## src/alr_pkg.sv

```systemverilog
// ----------------------------------------------------------------------------
// alr_pkg
// Types, codes and G.711 helper functions for the A-law line to PCM resampler.
// ----------------------------------------------------------------------------
package alr_pkg;

    // configuration register indexes
    localparam logic [1:0] REG_BIT_REVERSE   = 2'd0;
    localparam logic [1:0] REG_OUT_FORMAT    = 2'd1;
    localparam logic [1:0] REG_RATE_RATIO    = 2'd2;
    localparam logic [1:0] REG_RECORD_ENABLE = 2'd3;

    // output format codes
    localparam logic [2:0] FMT_U8    = 3'd0;
    localparam logic [2:0] FMT_S8    = 3'd1;
    localparam logic [2:0] FMT_MULAW = 3'd2;
    localparam logic [2:0] FMT_ALAW  = 3'd3;
    localparam logic [2:0] FMT_S16LE = 3'd4;
    localparam logic [2:0] FMT_S16BE = 3'd5;
    localparam logic [2:0] FMT_U16LE = 3'd6;
    localparam logic [2:0] FMT_U16BE = 3'd7;

    localparam logic [3:0] MAX_COPIES  = 4'd15;
    localparam int         QUEUE_DEPTH = 4;
    localparam int         QPTR_W      = $clog2(QUEUE_DEPTH);

    localparam logic [15:0] DEF_RATE_RATIO = 16'd4096;

    typedef struct packed {
        logic        bit_reverse;
        logic [2:0]  out_format;
        logic [15:0] rate_ratio;
        logic        record_enable;
    } alr_cfg_t;

    // one decoded sample with its repeat count
    typedef struct packed {
        logic [7:0]         pcm0;
        logic [7:0]         pcm1;
        logic               wide;
        logic [3:0]         copies;
        logic signed [15:0] rec;
        logic [7:0]         peak;
    } alr_item_t;

    function automatic logic [7:0] reverse_byte(input logic [7:0] c);
        logic [7:0] r;
        for (int k = 0; k < 8; k++) begin
            r[7-k] = c[k];
        end
        return r;
    endfunction

    function automatic logic signed [15:0] alaw_expand(input logic [7:0] code);
        logic [7:0]  a;
        logic [2:0]  seg;
        logic [15:0] t;
        a   = code ^ 8'h55;
        seg = a[6:4];
        if (seg == 3'd0) begin
            t = {8'd0, a[3:0], 4'h8};
        end
        else begin
            t = (16'h0108 + {8'd0, a[3:0], 4'h0}) << (seg - 3'd1);
        end
        return a[7] ? $signed(t) : -$signed(t);
    endfunction

    function automatic logic [7:0] mulaw_compress(input logic signed [15:0] s);
        logic signed [15:0] q;
        logic [15:0]        magw;
        logic [13:0]        mag;
        logic [7:0]         mask;
        logic [3:0]         seg;
        logic [13:0]        sh;
        logic [7:0]         code;
        q    = s >>> 2;
        magw = s[15] ? 16'(-q) : 16'(q);
        mask = s[15] ? 8'h7F : 8'hFF;
        if (magw > 16'd8159) begin
            magw = 16'd8159;
        end
        mag = magw[13:0] + 14'h21;
        if (mag[13])      seg = 4'd8;
        else if (mag[12]) seg = 4'd7;
        else if (mag[11]) seg = 4'd6;
        else if (mag[10]) seg = 4'd5;
        else if (mag[9])  seg = 4'd4;
        else if (mag[8])  seg = 4'd3;
        else if (mag[7])  seg = 4'd2;
        else if (mag[6])  seg = 4'd1;
        else              seg = 4'd0;
        sh = mag >> (seg + 4'd1);
        if (seg[3]) begin
            code = 8'h7F ^ mask;
        end
        else begin
            code = {1'b0, seg[2:0], sh[3:0]} ^ mask;
        end
        return code;
    endfunction

endpackage

```

## src/alr_front.sv

```systemverilog
// ----------------------------------------------------------------------------
// alr_front
// Decodes a line byte, formats the PCM bytes, runs the phase accumulator and
// the block peak, and queues one item per sample that has copies due.
// ----------------------------------------------------------------------------
module alr_front
    import alr_pkg::*;
#(
    parameter int RATIO_FRAC_BITS = 12
)
(
    input  logic      clk,
    input  logic      rst_n,
    input  alr_cfg_t  cfg,
    input  logic      push,
    output logic      full,
    input  logic [7:0] line_byte,
    input  logic      end_of_block,
    input  logic      q_full,
    output logic      q_push,
    output alr_item_t q_data
);

    localparam int ACC_W = 17;

    logic [RATIO_FRAC_BITS-1:0] phase_reg, phase_next;
    logic [7:0]                 peak_reg, peak_next;

    logic               accept;
    logic [7:0]         byte_r;
    logic signed [15:0] s;
    logic [15:0]        mag;
    logic [7:0]         level;
    logic [7:0]         peak_max;
    logic [7:0]         s8;
    logic [7:0]         hi;
    logic [7:0]         lo;
    logic [ACC_W-1:0]   acc;
    logic [ACC_W-1:0]   copies_wide;
    logic [3:0]         copies;

    assign full   = q_full;
    assign accept = push && !q_full;

    always_comb
    begin
        byte_r      = cfg.bit_reverse ? reverse_byte(line_byte) : line_byte;
        s           = alaw_expand(byte_r);
        mag         = s[15] ? 16'(-s) : 16'(s);
        level       = mag[15:8];
        peak_max    = (level > peak_reg) ? level : peak_reg;
        s8          = s[15] ? 8'(-level) : level;
        lo          = s[7:0];
        hi          = s[15:8] ^ ((cfg.out_format == FMT_U16LE ||
                                  cfg.out_format == FMT_U16BE) ? 8'h80 : 8'h00);

        acc         = ACC_W'(phase_reg) + ACC_W'(cfg.rate_ratio);
        copies_wide = acc >> RATIO_FRAC_BITS;
        copies      = (copies_wide > ACC_W'(MAX_COPIES)) ? MAX_COPIES : copies_wide[3:0];

        q_data.pcm1   = 8'h00;
        q_data.wide   = 1'b0;
        case (cfg.out_format)
            FMT_U8:    q_data.pcm0 = s8 ^ 8'h80;
            FMT_S8:    q_data.pcm0 = s8;
            FMT_MULAW: q_data.pcm0 = mulaw_compress(s);
            FMT_ALAW:  q_data.pcm0 = byte_r;
            FMT_S16LE, FMT_U16LE:
            begin
                q_data.pcm0 = lo;
                q_data.pcm1 = hi;
                q_data.wide = 1'b1;
            end
            default:
            begin
                q_data.pcm0 = hi;
                q_data.pcm1 = lo;
                q_data.wide = 1'b1;
            end
        endcase
        q_data.copies = copies;
        q_data.rec    = cfg.record_enable ? s : 16'sd0;
        q_data.peak   = peak_max;

        q_push     = accept && (copies != 4'd0);
        phase_next = end_of_block ? '0 : acc[RATIO_FRAC_BITS-1:0];
        peak_next  = end_of_block ? 8'd0 : peak_max;
    end

    always_ff @(posedge clk or negedge rst_n)
    begin
        if (!rst_n) begin
            phase_reg <= '0;
            peak_reg  <= 8'd0;
        end
        else if (accept) begin
            phase_reg <= phase_next;
            peak_reg  <= peak_next;
        end
    end

endmodule

```

## src/alr_queue.sv

```systemverilog
// ----------------------------------------------------------------------------
// alr_queue
// Small FIFO of decoded items between the front and the back end.
// ----------------------------------------------------------------------------
module alr_queue
    import alr_pkg::*;
(
    input  logic      clk,
    input  logic      rst_n,
    input  logic      wr_en,
    input  alr_item_t wr_data,
    output logic      q_full,
    input  logic      rd_en,
    output alr_item_t rd_data,
    output logic      q_empty
);

    localparam logic [QPTR_W:0] DEPTH = (QPTR_W+1)'(QUEUE_DEPTH);

    alr_item_t        mem [QUEUE_DEPTH];
    logic [QPTR_W-1:0] wr_ptr_reg, wr_ptr_next;
    logic [QPTR_W-1:0] rd_ptr_reg, rd_ptr_next;
    logic [QPTR_W:0]   count_reg, count_next;
    logic              do_wr, do_rd;

    assign q_full  = (count_reg == DEPTH);
    assign q_empty = (count_reg == '0);
    assign rd_data = mem[rd_ptr_reg];
    assign do_wr   = wr_en && !q_full;
    assign do_rd   = rd_en && !q_empty;

    always_comb
    begin
        wr_ptr_next = do_wr ? wr_ptr_reg + 1'b1 : wr_ptr_reg;
        rd_ptr_next = do_rd ? rd_ptr_reg + 1'b1 : rd_ptr_reg;
        count_next  = count_reg;
        if (do_wr && !do_rd) begin
            count_next = count_reg + 1'b1;
        end
        else if (do_rd && !do_wr) begin
            count_next = count_reg - 1'b1;
        end
    end

    always_ff @(posedge clk)
    begin
        if (do_wr) begin
            mem[wr_ptr_reg] <= wr_data;
        end
    end

    always_ff @(posedge clk or negedge rst_n)
    begin
        if (!rst_n) begin
            wr_ptr_reg <= '0;
            rd_ptr_reg <= '0;
            count_reg  <= '0;
        end
        else begin
            wr_ptr_reg <= wr_ptr_next;
            rd_ptr_reg <= rd_ptr_next;
            count_reg  <= count_next;
        end
    end

`ifndef NO_ASSERTIONS
    a_count_bound: assert property (@(posedge clk) disable iff (!rst_n)
        count_reg <= DEPTH)
        else $error("queue count above depth");
    a_count_inc: assert property (@(posedge clk) disable iff (!rst_n)
        (do_wr && !do_rd) |=> (count_reg == $past(count_reg) + 1'b1))
        else $error("queue count did not grow on write");
    a_ptr_gap: assert property (@(posedge clk) disable iff (!rst_n)
        (wr_ptr_reg - rd_ptr_reg) == count_reg[QPTR_W-1:0])
        else $error("queue pointers disagree with count");
`endif

endmodule

```

## src/alr_back.sv

```systemverilog
// ----------------------------------------------------------------------------
// alr_back
// Holds the current item and plays out its copies one byte per word.
// ----------------------------------------------------------------------------
module alr_back
    import alr_pkg::*;
(
    input  logic        clk,
    input  logic        rst_n,
    input  alr_item_t   q_data,
    input  logic        q_empty,
    output logic        q_pop,
    output logic        empty,
    input  logic        pop,
    output logic [7:0]  pcm_byte,
    output logic        run_last,
    output logic signed [15:0] record_sample,
    output logic [7:0]  block_peak
);

    alr_item_t  cur_reg, cur_next;
    logic [3:0] left_reg, left_next;
    logic       sel_reg, sel_next;
    logic       valid_reg, valid_next;
    logic       advance, finishing;

    assign empty         = !valid_reg;
    assign pcm_byte      = sel_reg ? cur_reg.pcm1 : cur_reg.pcm0;
    assign run_last      = (left_reg == 4'd1) && (!cur_reg.wide || sel_reg);
    assign record_sample = cur_reg.rec;
    assign block_peak    = cur_reg.peak;

    assign advance   = valid_reg && pop;
    assign finishing = advance && run_last;
    assign q_pop     = (!valid_reg || finishing) && !q_empty;

    always_comb
    begin
        cur_next   = cur_reg;
        left_next  = left_reg;
        sel_next   = sel_reg;
        valid_next = valid_reg;
        if (q_pop) begin
            cur_next   = q_data;
            left_next  = q_data.copies;
            sel_next   = 1'b0;
            valid_next = 1'b1;
        end
        else if (finishing) begin
            valid_next = 1'b0;
        end
        else if (advance) begin
            if (!cur_reg.wide || sel_reg) begin
                sel_next  = 1'b0;
                left_next = left_reg - 1'b1;
            end
            else begin
                sel_next = 1'b1;
            end
        end
    end

    always_ff @(posedge clk)
    begin
        cur_reg <= cur_next;
    end

    always_ff @(posedge clk or negedge rst_n)
    begin
        if (!rst_n) begin
            valid_reg <= 1'b0;
            left_reg  <= 4'd0;
            sel_reg   <= 1'b0;
        end
        else begin
            valid_reg <= valid_next;
            left_reg  <= left_next;
            sel_reg   <= sel_next;
        end
    end

`ifndef NO_ASSERTIONS
    a_left_nonzero: assert property (@(posedge clk) disable iff (!rst_n)
        valid_reg |-> (left_reg != 4'd0))
        else $error("active item with no copies left");
    a_sel_wide: assert property (@(posedge clk) disable iff (!rst_n)
        (valid_reg && sel_reg) |-> cur_reg.wide)
        else $error("second byte selected on narrow format");
    a_drain: assert property (@(posedge clk) disable iff (!rst_n)
        (finishing && q_empty) |=> empty)
        else $error("output not empty after last word with nothing queued");
`endif

endmodule

```

## src/alaw_line_to_pcm_resampler_top.sv

```systemverilog
// ----------------------------------------------------------------------------
// alaw_line_to_pcm_resampler_top
// A-law line bytes in, rate-converted PCM bytes in a selectable format out.
// ----------------------------------------------------------------------------
// Usage:
//   Input queue side: drive line_byte/end_of_block and raise push; the word
//   is taken at an edge where full is low. One word per cycle is taken while
//   the four-entry item queue has room.
//   Output queue side: while empty is low the oldest result sits on pcm_byte,
//   run_last, record_sample and block_peak; pop takes it. One result per
//   cycle while pop is high and results are queued; a sample gives 0 to 15
//   copies of one or two bytes, so up to 30 results per input word, set by
//   the single output byte port. With the block idle, a taken word is written
//   to the item queue, then loaded into the output register as the first
//   result. A sample with no copies due gives no result. Stalling pop holds
//   the current result; full rises once four pending items queue behind it.
//   Config: cfg_valid/cfg_ready write cfg_data to register cfg_index; ready is
//   always high. Write only while no results are pending.
//   Reset: registers return to defaults (bit reverse on, U8, ratio 1.0,
//   recording off), phase and peak clear, queues empty.
// ----------------------------------------------------------------------------
module alaw_line_to_pcm_resampler_top
    import alr_pkg::*;
#(
    parameter int RATIO_FRAC_BITS = 12
)
(
    input  logic        clk,
    input  logic        rst_n,
    input  logic        cfg_valid,
    output logic        cfg_ready,
    input  logic [1:0]  cfg_index,
    input  logic [15:0] cfg_data,
    input  logic        push,
    output logic        full,
    input  logic [7:0]  line_byte,
    input  logic        end_of_block,
    output logic        empty,
    input  logic        pop,
    output logic [7:0]  pcm_byte,
    output logic        run_last,
    output logic signed [15:0] record_sample,
    output logic [7:0]  block_peak
);

    alr_cfg_t  cfg_reg;
    alr_item_t fq_wdata;
    alr_item_t fq_rdata;
    logic      fq_push, fq_full, fq_pop, fq_empty;

    assign cfg_ready = 1'b1;

    always_ff @(posedge clk or negedge rst_n)
    begin
        if (!rst_n) begin
            cfg_reg.bit_reverse   <= 1'b1;
            cfg_reg.out_format    <= FMT_U8;
            cfg_reg.rate_ratio    <= DEF_RATE_RATIO;
            cfg_reg.record_enable <= 1'b0;
        end
        else if (cfg_valid && cfg_ready) begin
            case (cfg_index)
                REG_BIT_REVERSE:   cfg_reg.bit_reverse   <= cfg_data[0];
                REG_OUT_FORMAT:    cfg_reg.out_format    <= cfg_data[2:0];
                REG_RATE_RATIO:    cfg_reg.rate_ratio    <= cfg_data;
                REG_RECORD_ENABLE: cfg_reg.record_enable <= cfg_data[0];
                default:           cfg_reg.record_enable <= cfg_reg.record_enable;
            endcase
        end
    end

    alr_front #(
        .RATIO_FRAC_BITS(RATIO_FRAC_BITS)
    ) u_front (
        .clk          (clk),
        .rst_n        (rst_n),
        .cfg          (cfg_reg),
        .push         (push),
        .full         (full),
        .line_byte    (line_byte),
        .end_of_block (end_of_block),
        .q_full       (fq_full),
        .q_push       (fq_push),
        .q_data       (fq_wdata)
    );

    alr_queue u_queue (
        .clk     (clk),
        .rst_n   (rst_n),
        .wr_en   (fq_push),
        .wr_data (fq_wdata),
        .q_full  (fq_full),
        .rd_en   (fq_pop),
        .rd_data (fq_rdata),
        .q_empty (fq_empty)
    );

    alr_back u_back (
        .clk           (clk),
        .rst_n         (rst_n),
        .q_data        (fq_rdata),
        .q_empty       (fq_empty),
        .q_pop         (fq_pop),
        .empty         (empty),
        .pop           (pop),
        .pcm_byte      (pcm_byte),
        .run_last      (run_last),
        .record_sample (record_sample),
        .block_peak    (block_peak)
    );

endmodule
```

## config.mk

```make
export PLATFORM = sky130hd
export DESIGN_NAME = alaw_line_to_pcm_resampler_top
export DESIGN_NICKNAME = d
export VERILOG_FILES = /design/src/alr_pkg.sv /design/src/alr_front.sv /design/src/alr_queue.sv /design/src/alr_back.sv /design/src/alaw_line_to_pcm_resampler_top.sv
export SDC_FILE = /design/constraint.sdc
export NUM_CORES = 1
export LEC_CHECK = 0
export BUFFER_PORTS_ARGS = -buffer_cell sky130_fd_sc_hd__buf_2
export CAP_MARGIN = 15
export CELL_PAD_IN_SITES_DETAIL_PLACEMENT = 0
export CELL_PAD_IN_SITES_GLOBAL_PLACEMENT = 2
export CORE_ASPECT_RATIO = 1.5
export CORE_MARGIN = 2
export CORE_UTILIZATION = 25
export DETAILED_ROUTE_END_ITERATION = 10
export PLACE_DENSITY_LB_ADDON = 0.1
export SLEW_MARGIN = 25
export SYNTH_ARGS = -nofsm -noshare
export SYNTH_HDL_FRONTEND = slang
export SYNTH_SLANG_ARGS = --single-unit
```

## constraint.sdc

```tcl
create_clock -name clk -period 14.4 [get_ports clk]
set_clock_uncertainty 0.15 [all_clocks]
set_input_delay 0.72 -clock clk [delete_from_list [all_inputs] [get_ports clk]]
set_output_delay 0.72 -clock clk [all_outputs]
set_load 0.1 [all_outputs]
```

==> metrics.txt <==
post-route ant nets=0; Worst Path Arrival=~9.0 ns; Pwr Density=about 250 nW/um^2; FF-to-FF End=u_queue.mem[1][38]; final wirelength=36800 um; Async SR Flop Fraction=0.208; Tightest Hold Check Type=primary input to asynchronous set/reset pin; DIE AREA=55500 sq um; I/O Buffers=63; Max Cap Viol=0; fin cells=1726; drt wl/cell=21.3 um; final slew viol count=0; worst slew pin tran=a little over 0.9 ns; met1 global-route usage=0.162; initial antenna violation count=0; largest net degree at the start of global routing=between 50 and 60; vias post-DR=8042; Ys Warns=0; Leak Pwr=5.51 nW; cell area after synthesis=13400 sq um; FF+latch count, synth=260; worst skew pair latency=0.57 ns; initial core utilization=0.253; drt drc=0; post-CTS repair timing setup buffer count=0; HPWL Detailed=between 20000 and 30000 um; H-tree levels=1; CP endpoint=u_queue.mem[1][38]; Finish-stage setup viols=0; post-synth top area cell=edfxtp_1; I/O pin count=68; met3 usage=0.0122; Post-synth EDFFs=206; fillers=5330; GR Util met2=0.255; global placement routability congestion=0.770; global-route wire length before repair=56100 um; CTS tree=yes; Top Usage Layer GRT=met2; Die Y=287 um; max reg flops=168; Setup TNS=0 ns; Cells after Synth=971; CTS sink cnt=260; synthesis-to-layout area growth=15.4%; 1st-pass router iterations=4; clock tree root buffer cell=clkbuf_16; CTS clk-pin slew, worst paths=0.06 ns; CP Max Fanout=20; CTS Buffer Depth=3; nets=1091; post-layout util=0.292; setup ws final=5.58 ns; total CTS buffers=29; hold buffers post-CTS=0; worst reg2reg path depth=27; area of the multi-input gates=5370 sq um; post-detailed-route via-to-cell ratio=approximately 4.7; top-count cell post-synth=edfxtp_1; Congestion Overflow GR=0; Setup CP Type=flip-flop to flip-flop; Final Cycle Share=0.613; Place WS=5.61 ns; reg2reg start=cfg_reg[20]; reg2reg setup slack=5.58 ns; VDD IR max=0.0963 mV; clock period minus worst slack=between 8 and 9 ns; DRT iter0 DRCs=between 300 and 400; leading post-synthesis cells by cell area=edfxtp_1 46%, dfrtp_1 9.7%, mux4_2 7.2%; chip width=193 um; layout cells sized above 1=0.259; placed insts=roughly 1700; Tot GR Track Use=0.136; WP data required=approximately 15 ns; dominant synthesized flop cell=edfxtp_1; final hold viol count=0; status=finished clean; FMAX=113 MHz; Mean Syn Cell Area=13.8 sq um; core area=52800 sq um; Synth top cells by count=206 x edfxtp_1, 57 x nor2_1, 52 x dfrtp_1; Crit. End Element=flip-flop; distinct cell type count after synthesis=approximately 100; Yosys top cell area share=0.462; post-CTS resize count=0; FF/Latch Area=~7500 sq um; register area share after synthesis=0.563; RSZ-0062 raised after global routing=no; vias in the first global route=8629; antenna cells=0; row cnt=approximately 100; max_slew headroom=0.376; critical path startpoint category=flip-flop; worst setup path start=cfg_reg[20]
[per-stage QoR]
stage | hold WS (ns) | total power [W] | cell area (sq um)
6_report | 0.181 | 0.00379 | 15400
5_1_grt | 0.211 | 0.00405 | 15400
4_1_cts | 0.194 | 0.00387 | 15400
3_5_place_dp | 0.335 | 0.00301 | 14400
3_3_place_gp | 0.324 | 0.00302 | 14400
2_1_floorplan | 0.274 | 0.00250 | 13400
[logic make-up (layout without fill, tap and decap cells)]
logic type | after synthesis | after routing | share of synthesized area
AO/OA/AOI/OAI | 189 | 189 | 0.108
other | 2 | 5 | 0.000561
buffers and inverters | 106 | 176 | 0.0390
flip-flops | 260 | 260 | 0.563
XOR/XNOR | 54 | 54 | 0.0451
adder cells (fa/ha/maj) | 38 | 38 | 0.0366
AND/OR/NAND/NOR | 228 | 228 | 0.0909
multiplexers | 94 | 94 | 0.117
[layout by cell type (no fill, tap or decap), types with 5 or more instances in the layout]
master and n:
conb_1 5, buf_2 63, nor2_1 56, ha_1 36, a31oi_1 12, o211ai_1 5, clkbuf_16 29, nor2b_1 14
o22ai_1 5, mux2_2 35, a211oi_1 11, mux4_2 43, o21ai_0 23, xor2_1 10, xnor2_2 5, o21bai_1 8
nand4_1 6, a22oi_1 5, bufinv_16 8, nand3b_1 5, clkbuf_1 7, dfrtp_1 50, edfxtp_1 206, o31ai_1 6
nand3_1 18, xnor2_1 33, mux2i_1 10, nand2_1 51, nand2b_1 8, a22o_1 18, a21oi_1 39, nor4_1 7
nor3_1 9, inv_1 33, and2_1 13, buf_4 19, a21o_1 6
[power by group]
group          internal [W]  switching [W]
sequential          0.00110      0.0000767
clock              0.000521       0.000311
combinational      0.000663        0.00112
total               0.00228        0.00150
[worst min path at each step]
stage,startpoint,endpoint,cells past startpoint
global placement,u_front.phase_reg[0],u_front.phase_reg[0],2
finish,rst_n,cfg_reg[3],2
global route,cfg_data[8],cfg_reg[9],2
CTS,cfg_data[8],cfg_reg[9],2
detailed placement,u_front.phase_reg[2],u_front.phase_reg[2],2
floorplan,rst_n,cfg_reg[0],0
[area by class of cell]
type	instances	area share
Timing Repair Buffer	83	0.0304
Tap cell	682	0.0552
Clock inverter	17	0.0196
Inverter	39	0.00964
Multi-Input combinational cell	608	0.347
Clock buffer	37	0.0496
Sequential cell	260	0.488
[metal layers]
metal / up-vias / wire (um)
met5: - / 0
met3: 49 / 873
met1: 4099 / 15200
met2: 108 / 19800
li1: 3786 / -
met4: 0 / 942
[worst max-delay path, stage by stage, from the launching register on]
cell	delay, ns
dfstp_2	0.83
mux2i_2	0.47
inv_4	0.11
ha_1	0.22
ha_1	0.63
nor2b_1	0.77
and4_1	0.32
nor2_1	0.07
ha_1	0.29
nor2_1	0.05
a21oi_1	0.45
inv_1	0.09
ha_1	0.24
o2111ai_1	0.21
nor2_1	0.16
a21oi_2	0.29
xnor2_4	0.22
ha_1	0.21
nand2_1	0.04
a21oi_1	0.20
and3_1	0.54
or2_4	0.24
o311ai_0	0.16
ha_1	0.35
xnor2_4	0.39
mux2i_1	0.28
a211oi_1	0.10
o31ai_1	0.45
No activity file was read; power rests on OpenSTA's default activity.
